--- src/hw/rtl/mbs_pkg.sv ---
// shared widths, codes and command/status types of the feedback queue batch scheduler
`timescale 1ns / 1ps
package mbs_pkg;

  localparam int NUM_PROC_DEF = 20;

  localparam int BURST_W   = 10;
  localparam int QUANT_W   = 10;
  localparam int INDEX_W   = 6;
  localparam int LEVEL_W   = 2;
  localparam int TIME_W    = 16;
  localparam int CFG_IDX_W = 2;

  localparam logic [QUANT_W-1:0] FIRST_QUANTUM_RST  = QUANT_W'(8);
  localparam logic [QUANT_W-1:0] SECOND_QUANTUM_RST = QUANT_W'(16);

  localparam logic [LEVEL_W-1:0] LEVEL_RR1  = 2'd0;
  localparam logic [LEVEL_W-1:0] LEVEL_RR2  = 2'd1;
  localparam logic [LEVEL_W-1:0] LEVEL_FCFS = 2'd2;

  localparam logic [CFG_IDX_W-1:0] CFG_FIRST_QUANTUM  = 2'd0;
  localparam logic [CFG_IDX_W-1:0] CFG_SECOND_QUANTUM = 2'd1;

  typedef struct packed {
    logic                load;
    logic                step;
    logic                flush;
    logic [LEVEL_W-1:0]  level;
  } mbs_cmd_t;

  typedef struct packed {
    logic last_slot;
    logic finish;
    logic scan_last;
    logic pend_valid;
    logic out_free;
  } mbs_stat_t;

endpackage

--- src/hw/rtl/mbs_in_if.sv ---
// input channel carrying one burst time per transaction
`timescale 1ns / 1ps
interface mbs_in_if;
  logic                       valid;
  logic                       ready;
  logic [mbs_pkg::BURST_W-1:0] burst_time;

  modport source (output valid, output burst_time, input ready);
  modport sink (input valid, input burst_time, output ready);
endinterface

--- src/hw/rtl/mbs_out_if.sv ---
// result channel carrying one finished process per transaction
`timescale 1ns / 1ps
interface mbs_out_if;
  logic                        valid;
  logic                        ready;
  logic [mbs_pkg::INDEX_W-1:0] process_index;
  logic [mbs_pkg::LEVEL_W-1:0] finish_level;
  logic [mbs_pkg::TIME_W-1:0]  turnaround_time;
  logic [mbs_pkg::TIME_W-1:0]  waiting_time;
  logic                        last_result;

  modport source (output valid, output process_index, output finish_level,
                  output turnaround_time, output waiting_time, output last_result,
                  input ready);
  modport sink (input valid, input process_index, input finish_level,
                input turnaround_time, input waiting_time, input last_result,
                output ready);
endinterface

--- src/hw/rtl/mbs_cfg_if.sv ---
// configuration write channel
`timescale 1ns / 1ps
interface mbs_cfg_if;
  logic                          valid;
  logic                          ready;
  logic [mbs_pkg::CFG_IDX_W-1:0] index;
  logic [mbs_pkg::QUANT_W-1:0]   data;

  modport source (output valid, output index, output data, input ready);
  modport sink (input valid, input index, input data, output ready);
endinterface

--- src/hw/rtl/mbs_ctrl.sv ---
// scheduler controller: load, three scan levels and final flush
`timescale 1ns / 1ps
module mbs_ctrl (
  input  logic              clk,
  input  logic              rst_n,
  input  logic              in_valid,
  output logic              in_ready,
  input  mbs_pkg::mbs_stat_t stat,
  output mbs_pkg::mbs_cmd_t  cmd
);

  typedef enum logic [1:0] {ST_LOAD, ST_RUN, ST_FLUSH} state_t;

  state_t                       state_r, state_nxt;
  logic [mbs_pkg::LEVEL_W-1:0]  level_r, level_nxt;
  logic                         step_ok;

  assign in_ready = (state_r == ST_LOAD);
  assign step_ok  = !(stat.finish && stat.pend_valid) || stat.out_free;

  always_comb begin
    state_nxt = state_r;
    level_nxt = level_r;
    cmd       = '0;
    cmd.level = level_r;
    case (state_r)
      ST_LOAD: begin
        if (in_valid) begin
          cmd.load = 1'b1;
          if (stat.last_slot) begin
            state_nxt = ST_RUN;
            level_nxt = mbs_pkg::LEVEL_RR1;
          end
        end
      end
      ST_RUN: begin
        cmd.step = step_ok;
        if (step_ok && stat.scan_last) begin
          if (level_r == mbs_pkg::LEVEL_FCFS) begin
            state_nxt = ST_FLUSH;
          end else if (level_r == mbs_pkg::LEVEL_RR1) begin
            level_nxt = mbs_pkg::LEVEL_RR2;
          end else begin
            level_nxt = mbs_pkg::LEVEL_FCFS;
          end
        end
      end
      ST_FLUSH: begin
        if (!stat.pend_valid) begin
          state_nxt = ST_LOAD;
        end else if (stat.out_free) begin
          cmd.flush = 1'b1;
          state_nxt = ST_LOAD;
        end
      end
      default: begin
        state_nxt = ST_LOAD;
      end
    endcase
  end

  always_ff @(posedge clk) begin
    if (!rst_n) begin
      state_r <= ST_LOAD;
      level_r <= mbs_pkg::LEVEL_RR1;
    end else begin
      state_r <= state_nxt;
      level_r <= level_nxt;
    end
  end

endmodule

--- src/hw/rtl/mbs_datapath.sv ---
// scheduler datapath: burst stores, elapsed time, result holding and output registers
`timescale 1ns / 1ps
module mbs_datapath #(
  parameter int NUM_PROCESSES = mbs_pkg::NUM_PROC_DEF
) (
  input  logic                          clk,
  input  logic                          rst_n,
  input  mbs_pkg::mbs_cmd_t             cmd,
  output mbs_pkg::mbs_stat_t            stat,
  input  logic [mbs_pkg::BURST_W-1:0]   burst_time,
  input  logic                          cfg_valid,
  output logic                          cfg_ready,
  input  logic [mbs_pkg::CFG_IDX_W-1:0] cfg_index,
  input  logic [mbs_pkg::QUANT_W-1:0]   cfg_data,
  input  logic                          out_ready,
  output logic                          out_valid,
  output logic [mbs_pkg::INDEX_W-1:0]   out_process_index,
  output logic [mbs_pkg::LEVEL_W-1:0]   out_finish_level,
  output logic [mbs_pkg::TIME_W-1:0]    out_turnaround_time,
  output logic [mbs_pkg::TIME_W-1:0]    out_waiting_time,
  output logic                          out_last_result
);

  localparam int IDX_W = (NUM_PROCESSES > 1) ? $clog2(NUM_PROCESSES) : 1;
  localparam logic [IDX_W-1:0] LAST_IDX = IDX_W'(NUM_PROCESSES - 1);

  logic [mbs_pkg::BURST_W-1:0] burst_mem_r [NUM_PROCESSES];
  logic [mbs_pkg::BURST_W-1:0] rem_mem_r [NUM_PROCESSES];

  logic [IDX_W-1:0]            load_cnt_r;
  logic [IDX_W-1:0]            idx_r;
  logic [mbs_pkg::TIME_W-1:0]  elapsed_r;
  logic [mbs_pkg::QUANT_W-1:0] first_quantum_r;
  logic [mbs_pkg::QUANT_W-1:0] second_quantum_r;

  logic                        pend_valid_r;
  logic [IDX_W-1:0]            pend_idx_r;
  logic [mbs_pkg::LEVEL_W-1:0] pend_level_r;
  logic [mbs_pkg::TIME_W-1:0]  pend_ta_r;
  logic [mbs_pkg::TIME_W-1:0]  pend_wait_r;

  logic                        out_valid_r;
  logic [mbs_pkg::INDEX_W-1:0] out_idx_r;
  logic [mbs_pkg::LEVEL_W-1:0] out_level_r;
  logic [mbs_pkg::TIME_W-1:0]  out_ta_r;
  logic [mbs_pkg::TIME_W-1:0]  out_wait_r;
  logic                        out_last_r;

  logic [mbs_pkg::BURST_W-1:0] rem;
  logic [mbs_pkg::BURST_W-1:0] burst;
  logic [mbs_pkg::QUANT_W-1:0] slice;
  logic                        finish;
  logic                        run;
  logic                        last_slot;
  logic                        scan_last;
  logic                        out_free;
  logic                        move;
  logic [mbs_pkg::TIME_W-1:0]  elapsed_step;
  logic [mbs_pkg::TIME_W-1:0]  waiting;

  assign rem       = rem_mem_r[idx_r];
  assign burst     = burst_mem_r[idx_r];
  assign slice     = (cmd.level == mbs_pkg::LEVEL_RR1) ? first_quantum_r : second_quantum_r;
  assign finish    = (rem != '0) && ((cmd.level == mbs_pkg::LEVEL_FCFS) || (rem <= slice));
  assign run       = (rem != '0) && !finish;
  assign last_slot = (load_cnt_r == LAST_IDX);
  assign scan_last = (idx_r == LAST_IDX);
  assign out_free  = !out_valid_r || out_ready;
  assign move      = (cmd.step && finish && pend_valid_r) || cmd.flush;

  always_comb begin
    elapsed_step = elapsed_r;
    if (finish) begin
      elapsed_step = elapsed_r + mbs_pkg::TIME_W'(rem);
    end else if (run) begin
      elapsed_step = elapsed_r + mbs_pkg::TIME_W'(slice);
    end
  end

  assign waiting = elapsed_step - mbs_pkg::TIME_W'(burst);

  assign stat.last_slot  = last_slot;
  assign stat.finish     = finish;
  assign stat.scan_last  = scan_last;
  assign stat.pend_valid = pend_valid_r;
  assign stat.out_free   = out_free;

  assign cfg_ready           = 1'b1;
  assign out_valid           = out_valid_r;
  assign out_process_index   = out_idx_r;
  assign out_finish_level    = out_level_r;
  assign out_turnaround_time = out_ta_r;
  assign out_waiting_time    = out_wait_r;
  assign out_last_result     = out_last_r;

  // control state
  always_ff @(posedge clk) begin
    if (!rst_n) begin
      load_cnt_r       <= '0;
      idx_r            <= '0;
      elapsed_r        <= '0;
      first_quantum_r  <= mbs_pkg::FIRST_QUANTUM_RST;
      second_quantum_r <= mbs_pkg::SECOND_QUANTUM_RST;
      pend_valid_r     <= 1'b0;
      out_valid_r      <= 1'b0;
    end else begin
      if (cfg_valid) begin
        case (cfg_index)
          mbs_pkg::CFG_FIRST_QUANTUM:  first_quantum_r  <= cfg_data;
          mbs_pkg::CFG_SECOND_QUANTUM: second_quantum_r <= cfg_data;
          default: ;
        endcase
      end
      if (cmd.load) begin
        load_cnt_r <= last_slot ? '0 : load_cnt_r + 1'b1;
        if (last_slot) begin
          elapsed_r <= '0;
          idx_r     <= '0;
        end
      end
      if (cmd.step) begin
        elapsed_r <= elapsed_step;
        idx_r     <= scan_last ? '0 : idx_r + 1'b1;
        if (finish) begin
          pend_valid_r <= 1'b1;
        end
      end
      if (cmd.flush) begin
        pend_valid_r <= 1'b0;
      end
      if (move) begin
        out_valid_r <= 1'b1;
      end else if (out_ready) begin
        out_valid_r <= 1'b0;
      end
    end
  end

  // stores and result payload
  always_ff @(posedge clk) begin
    if (cmd.load) begin
      burst_mem_r[load_cnt_r] <= burst_time;
      rem_mem_r[load_cnt_r]   <= burst_time;
    end else if (cmd.step) begin
      if (finish) begin
        rem_mem_r[idx_r] <= '0;
      end else if (run) begin
        rem_mem_r[idx_r] <= rem - slice;
      end
    end
    if (cmd.step && finish) begin
      pend_idx_r   <= idx_r;
      pend_level_r <= cmd.level;
      pend_ta_r    <= elapsed_step;
      pend_wait_r  <= waiting;
    end
    if (move) begin
      out_idx_r   <= mbs_pkg::INDEX_W'(pend_idx_r);
      out_level_r <= pend_level_r;
      out_ta_r    <= pend_ta_r;
      out_wait_r  <= pend_wait_r;
      out_last_r  <= cmd.flush;
    end
  end

  // a held result only moves into a free output register
  a_move_free: assert property (@(posedge clk) disable iff (!rst_n) move |-> out_free)
    else $error("result moved into an occupied output register");

  // a finishing step always leaves a result held
  a_finish_held: assert property (@(posedge clk) disable iff (!rst_n)
    (cmd.step && finish) |=> pend_valid_r)
    else $error("finished process not held");

  // the flush empties the holding register
  a_flush_empty: assert property (@(posedge clk) disable iff (!rst_n)
    cmd.flush |=> !pend_valid_r)
    else $error("holding register not emptied by flush");

  // loading only starts once the previous batch has drained into the output
  a_load_drained: assert property (@(posedge clk) disable iff (!rst_n)
    cmd.load |-> !pend_valid_r)
    else $error("load while a result is still held");

endmodule

--- src/hw/rtl/mlfq_batch_scheduler_sim.sv ---
// top level of the multilevel feedback queue batch scheduler
//
// in_ch carries one burst time per transaction and loads the next process slot.
// cfg_ch writes the level 0 slice (index 0) and level 1 slice (index 1); other
// indexes are ignored. cfg_ch is always ready.
// out_ch gives one transaction per finished process in finish order, with
// last_result high on the final one of the batch.
// loading stores one burst time per item, in slot order. the item that fills
// the last slot starts the schedule: three scans over all processes, one per
// level, then the final result is released. in_ch is not ready in the schedule.
// each result waits in a holding register until the next one finishes, so the
// last flag is known; a scan step that finishes a process while another result
// is held waits while the output register is full and not taken, so a stalled
// receiver stalls the scan.
// reset clears the load position, elapsed time and both channels and sets the
// slices to 8 and 16; the burst stores need no clearing.
`timescale 1ns / 1ps
module mlfq_batch_scheduler_sim #(
  parameter int NUM_PROCESSES = mbs_pkg::NUM_PROC_DEF
) (
  input  logic         clk,
  input  logic         rst_n,
  mbs_in_if.sink       in_ch,
  mbs_out_if.source    out_ch,
  mbs_cfg_if.sink      cfg_ch
);

  mbs_pkg::mbs_cmd_t  cmd;
  mbs_pkg::mbs_stat_t stat;

  mbs_ctrl u_ctrl (
    .clk      (clk),
    .rst_n    (rst_n),
    .in_valid (in_ch.valid),
    .in_ready (in_ch.ready),
    .stat     (stat),
    .cmd      (cmd)
  );

  mbs_datapath #(
    .NUM_PROCESSES (NUM_PROCESSES)
  ) u_datapath (
    .clk                 (clk),
    .rst_n               (rst_n),
    .cmd                 (cmd),
    .stat                (stat),
    .burst_time          (in_ch.burst_time),
    .cfg_valid           (cfg_ch.valid),
    .cfg_ready           (cfg_ch.ready),
    .cfg_index           (cfg_ch.index),
    .cfg_data            (cfg_ch.data),
    .out_ready           (out_ch.ready),
    .out_valid           (out_ch.valid),
    .out_process_index   (out_ch.process_index),
    .out_finish_level    (out_ch.finish_level),
    .out_turnaround_time (out_ch.turnaround_time),
    .out_waiting_time    (out_ch.waiting_time),
    .out_last_result     (out_ch.last_result)
  );

endmodule
--- src/flat_wrapper.sv ---
// flat-port wrapper written by rule: the top's interface ports become plain ports
module mlfq_batch_scheduler_sim_flat 
#(
  parameter int NUM_PROCESSES = mbs_pkg::NUM_PROC_DEF
)
  (clk, rst_n, in_ch_valid, in_ch_burst_time, in_ch_ready, out_ch_valid, out_ch_process_index, out_ch_finish_level, out_ch_turnaround_time, out_ch_waiting_time, out_ch_last_result, out_ch_ready, cfg_ch_valid, cfg_ch_index, cfg_ch_data, cfg_ch_ready);
  mbs_in_if in_ch_i ();
  mbs_out_if out_ch_i ();
  mbs_cfg_if cfg_ch_i ();
  input  logic clk;
  input  logic rst_n;
  input wire logic [$bits(in_ch_i.valid)-1:0] in_ch_valid;
  input wire logic [$bits(in_ch_i.burst_time)-1:0] in_ch_burst_time;
  output wire logic [$bits(in_ch_i.ready)-1:0] in_ch_ready;
  output wire logic [$bits(out_ch_i.valid)-1:0] out_ch_valid;
  output wire logic [$bits(out_ch_i.process_index)-1:0] out_ch_process_index;
  output wire logic [$bits(out_ch_i.finish_level)-1:0] out_ch_finish_level;
  output wire logic [$bits(out_ch_i.turnaround_time)-1:0] out_ch_turnaround_time;
  output wire logic [$bits(out_ch_i.waiting_time)-1:0] out_ch_waiting_time;
  output wire logic [$bits(out_ch_i.last_result)-1:0] out_ch_last_result;
  input wire logic [$bits(out_ch_i.ready)-1:0] out_ch_ready;
  input wire logic [$bits(cfg_ch_i.valid)-1:0] cfg_ch_valid;
  input wire logic [$bits(cfg_ch_i.index)-1:0] cfg_ch_index;
  input wire logic [$bits(cfg_ch_i.data)-1:0] cfg_ch_data;
  output wire logic [$bits(cfg_ch_i.ready)-1:0] cfg_ch_ready;
  assign in_ch_i.valid = in_ch_valid;
  assign in_ch_i.burst_time = in_ch_burst_time;
  assign in_ch_ready = in_ch_i.ready;
  assign out_ch_valid = out_ch_i.valid;
  assign out_ch_process_index = out_ch_i.process_index;
  assign out_ch_finish_level = out_ch_i.finish_level;
  assign out_ch_turnaround_time = out_ch_i.turnaround_time;
  assign out_ch_waiting_time = out_ch_i.waiting_time;
  assign out_ch_last_result = out_ch_i.last_result;
  assign out_ch_i.ready = out_ch_ready;
  assign cfg_ch_i.valid = cfg_ch_valid;
  assign cfg_ch_i.index = cfg_ch_index;
  assign cfg_ch_i.data = cfg_ch_data;
  assign cfg_ch_ready = cfg_ch_i.ready;
  mlfq_batch_scheduler_sim #(.NUM_PROCESSES(NUM_PROCESSES)) u_core (.clk(clk), .rst_n(rst_n), .in_ch(in_ch_i), .out_ch(out_ch_i), .cfg_ch(cfg_ch_i));
endmodule
--- config.mk ---
export PLATFORM = sky130hd
export DESIGN_NAME = mlfq_batch_scheduler_sim_flat
export DESIGN_NICKNAME = d
export VERILOG_FILES = /design/src/hw/rtl/mbs_pkg.sv /design/src/hw/rtl/mbs_in_if.sv /design/src/hw/rtl/mbs_out_if.sv /design/src/hw/rtl/mbs_cfg_if.sv /design/src/hw/rtl/mbs_ctrl.sv /design/src/hw/rtl/mbs_datapath.sv /design/src/hw/rtl/mlfq_batch_scheduler_sim.sv /design/src/flat_wrapper.sv
export SDC_FILE = /design/constraint.sdc
export NUM_CORES = 1
export LEC_CHECK = 0
export ABC_AREA = 1
export ABC_CLOCK_PERIOD_IN_PS = 8010
export BUFFER_PORTS_ARGS = -buffer_cell sky130_fd_sc_hd__buf_2
export CORE_MARGIN = 1
export CORE_UTILIZATION = 58
export DETAILED_ROUTE_END_ITERATION = 16
export HOLD_SLACK_MARGIN = 0.12
export PLACE_DENSITY_LB_ADDON = 0.15
export SYNTH_ARGS = -nofsm -noshare
export SYNTH_HDL_FRONTEND = slang
export SYNTH_SLANG_ARGS = --single-unit
--- constraint.sdc ---
create_clock -name clk -period 8.01 [get_ports clk]
set_input_delay 1.602 -clock clk [delete_from_list [all_inputs] [get_ports clk]]
set_output_delay 1.602 -clock clk [all_outputs]
set_load 0.02 [all_outputs]
==> results <==
- The detailed-router iteration count before antenna repair is 6.
- The worst setup path is of the reg -> reg kind.
- Total power for the finished layout comes to roughly 7500 uW.
- The post-CTS setup-driven buffer insertion count is 0.
- The number of DRC markers after the initial detailed-route iteration is between 1.5k and 2k.
- The relative max-transition margin is between 10 and 15%.
- The number of violations of the max-capacitance limit is 0.
- STA classifies the critical path endpoint as a flop.
- The total power per unit cell area is approximately 280 nW/um^2.
- The number of H-tree branching levels is 2.
- The fraction of synthesized cell area taken by the top area cell type is around three fifths.
- Summed over all cells, the static leakage comes to 0.00999 uW.
- The post-synthesis instance area is roughly 24000 sq um.
- The die boundary height is 204 um.
- Setup repair after global routing left no endpoint under its margin.
- The largest total area in the synthesized netlist belongs to edfxtp_1.
- Yosys attributes the largest share of cell area to edfxtp_1 61%, nand2_1 7.2%, dfxtp_1 4.8%, o21ai_0 4.0%, nand3_1 3.9%.
- Once detail routing completed, the nets flagged for antenna violations numbered 0.
- After the last flow step, the layout net total stands at 2334.
- Global routing used 28.5% of the available tracks.
- The routability congestion estimate from global placement is 0.935.
- The count of state elements after synthesis is ~540.
- After detailed routing, the average wire length per cell comes to between 20 and 25 um.
- The maximum fanout along the worst path is between 90 and 100.
- The clock tree from TritonCTS is done.
- The clock period minus final worst setup slack is approximately 6800 ps.
- The startpoint type of the worst setup path is a flop.
- The total count of max-transition violations in the final report came to 0.
- The die footprint is ~42000 sq um.
- The total via count in the routed design is 16.7k.
- Compared with the post-synthesis result, the final layout area differs by 12.0%.
- Data on the critical path arrives at its endpoint at ~7000 ps.
- In this run, post-CTS hold repair placed 0 buffers.
- The run finished with clean final reports.
- The count of final setup violators is 0.
- The initial antenna violation count is 0.
- The later-pin clock latency in the skew report is about 630 ps.
- Counting the buffers created by CTS gives 54.
- The per-cell via count in the routed design is between 5 and 6.
- The routed wire length is between 50000 and 60000 um.
- The share of synthesized registers carrying an async set or reset is 0%.
- The most used flip-flop cell after synthesis is edfxtp_1.
- In this run the deepest clock path goes through 3 buffers.
- The root buffer cell chosen for the clock tree is clkbuf_16.
- The sequential fraction of the synthesis area is ~66%.
- In this run the worst hold path is classified as reg -> reg.
- The number of enable flip-flop cells after synthesis is around 480.
- Timing would allow up to roughly 150 MHz.
- The wire-length estimate of the detail-placed layout is between 30000 and 40000 um.
- The average instance area after synthesis is 10.8 sq um.
- The number of ports placed on the die boundary is 71.
- During placement, the flow inserted port buffers numbering around 70.
- The via count of the first global-routing pass came to between 15k and 20k.
- For this run, the number of Yosys warnings is 0.
- Clock skew on the completed layout was measured at between 30 and 40 ps.
- The worst path uses ~85% of the clock period.
- After technology mapping, the gate count stands at around 2.2k.
- Sorting the synthesized cells by how often they occur yields 479 x edfxtp_1, 455 x nand2_1, 235 x nor2_1.
- The distinct cell type count after synthesis is 51.
- CTS saw between 500 and 600 sinks.
- The most frequent cell after synthesis is edfxtp_1.
- The pin slew with the least headroom to its limit is 1280 ps.
- The global-route wire length before repair is 89900 um.
- The residual DRC count is 0.
- Summed over all failing endpoints, the final setup total negative slack is 0 ps.
- After floorplanning, the core was divided into 73 placement rows.
- The effective utilization at floorplan is roughly 59%.
- IR analysis of the VDD net gives a maximum drop of 0.000226 V.
- The maximum number of pins on one net before global-route repair is 100.
- The net count after synthesis is approximately 2.3k.
- The antenna diode instance count is 0.
- Clock-pin slew was measured on the worst setup and hold paths at roughly 70 ps.
- The worst hold slack is roughly 410 ps.
- Measured along the x axis, the die boundary spans ~200 um.
- The critical path required time is 8240 ps.
- In this run the standard cell core region covers around 40000 sq um.
- The final count of hold timing violations is 0.
- The number of resized instances in the post-cts repair step is 0.
- Global routing finished with a remaining overflow of 0.
- The fraction of final layout cells with drive strength greater than 1 is a little over a tenth.
==> registers in the layout, indices dropped and copies added, names as in the netlist, 5 cells and up, named ones only <==
register,count
u_core.u_datapath.out_turnaround_time,16
u_core.u_datapath.first_quantum_r,10
u_core.u_datapath.second_quantum_r,10
u_core.u_datapath.out_waiting_time,16
u_core.u_datapath.rem_mem_r,200
u_core.u_datapath.load_cnt_r,5
u_core.u_datapath.pend_ta_r,16
u_core.u_datapath.out_process_index,5
u_core.u_datapath.pend_wait_r,16
u_core.u_datapath.idx_r,5
u_core.u_datapath.elapsed_r,16
u_core.u_datapath.burst_mem_r,200
u_core.u_datapath.pend_idx_r,5
==> cell usage in the layout, fill, tap and decap left out, drive strengths merged, types with 7 or more instances in the layout <==
master	Yosys	final
a21oi	78	78
a32o	7	7
buf	44	111
bufinv	0	9
clkbuf	57	67
clkinv	3	20
dfxtp	57	57
edfxtp	479	479
ha	45	45
inv	145	151
nand2	459	459
nand3	192	192
nand4	18	18
nor2	239	239
nor3	16	16
o21ai	199	199
o221ai	24	24
o22ai	38	38
xnor2	10	10
xor2	28	28
==> routing by layer <==
metal	up-vias	GRT usage [%]	share of wire (%)	routed length (um)
met5	-	0	0	0
met4	0	10.6	2.8	1650
met3	98	2.87	6.8	3970
met2	689	46.5	48	28000
met1	8022	39.7	42	24800
li1	7842	-	-	-
==> cell type report <==
| cell class | instances | area, sq um |
|---|---|---|
| Fill cell | 3020 | 13500 |
| Inverter | 148 | 563 |
| Tap cell | 525 | 657 |
| Clock buffer | 67 | 1470 |
| Multi-Input combinational cell | 1407 | 7170 |
| Sequential cell | 536 | 15500 |
| Clock inverter | 35 | 470 |
| Timing Repair Buffer | 111 | 663 |
==> cells by family (layout without fill, tap and decap cells) <==
group	after synthesis	count (layout)	share of synthesized area, %
and+or+nand+nor	937	937	16.6
DFF	536	536	65.5
AOI/OAI and AO/OA	380	380	9.29
buffers and inverters	249	361	4.34
adders and majority gates	49	49	2.71
xor gates and xnor gates	38	38	1.40
other	2	2	0.0317
muxes	1	1	0.0423
==> critical path, stage by stage, from the launching register on <==
cell and delay (ps):
dfxtp_4 570, inv_4 800, nand2_1 130, nand3_1 120
nand3_1 80, nand2_1 90, nand2_1 60, nand2_1 90
nand2_1 70, o21ai_2 150, inv_1 70, ha_1 230
fa_1 470, o21ai_0 380, nand2_1 90, o211ai_1 150
a21oi_1 100, o21bai_1 130, nand2_1 210, inv_1 200
nand2_2 180, nor2_1 470, nor2_4 230, o21ai_2 260
nand3_1 200, nor2_1 750
==> report_power, final <==
group / switching (uW) / internal, uW / total [uW]
logic: 1010 / 443 / 1450
registers: 46.1 / 3240 / 3290
clock network: 1110 / 1620 / 2720
total: 2170 / 5300 / 7470
==> through the flow <==
stage	utilization (%)	instances	cell area (sq um)	setup WS, ps
after global placement	61.4	2727	24600	1500
after floorplan	-	2192	23700	2410
after detailed placement	61.4	2727	24600	1360
final	66.3	2829	26500	1230
after CTS	66.3	2829	26500	1330
after global routing	66.3	2829	26500	647
==> path summary, 6_finish.rpt <==
path                            slack, ps  cells after the start                               endpoint                               from
worst min register to register        410                      0  u_core.u_datapath.out_finish_level[0]  u_core.u_datapath.pend_level_r[0]
worst max-delay path                 1230                     25     u_core.u_datapath.rem_mem_r[14][5]                               flop
worst min-delay path                  410                      0  u_core.u_datapath.out_finish_level[0]  u_core.u_datapath.pend_level_r[0]
worst max register to register       1230                     25     u_core.u_datapath.rem_mem_r[14][5]                               flop
Note: power is estimated with default switching activity, not from simulation.
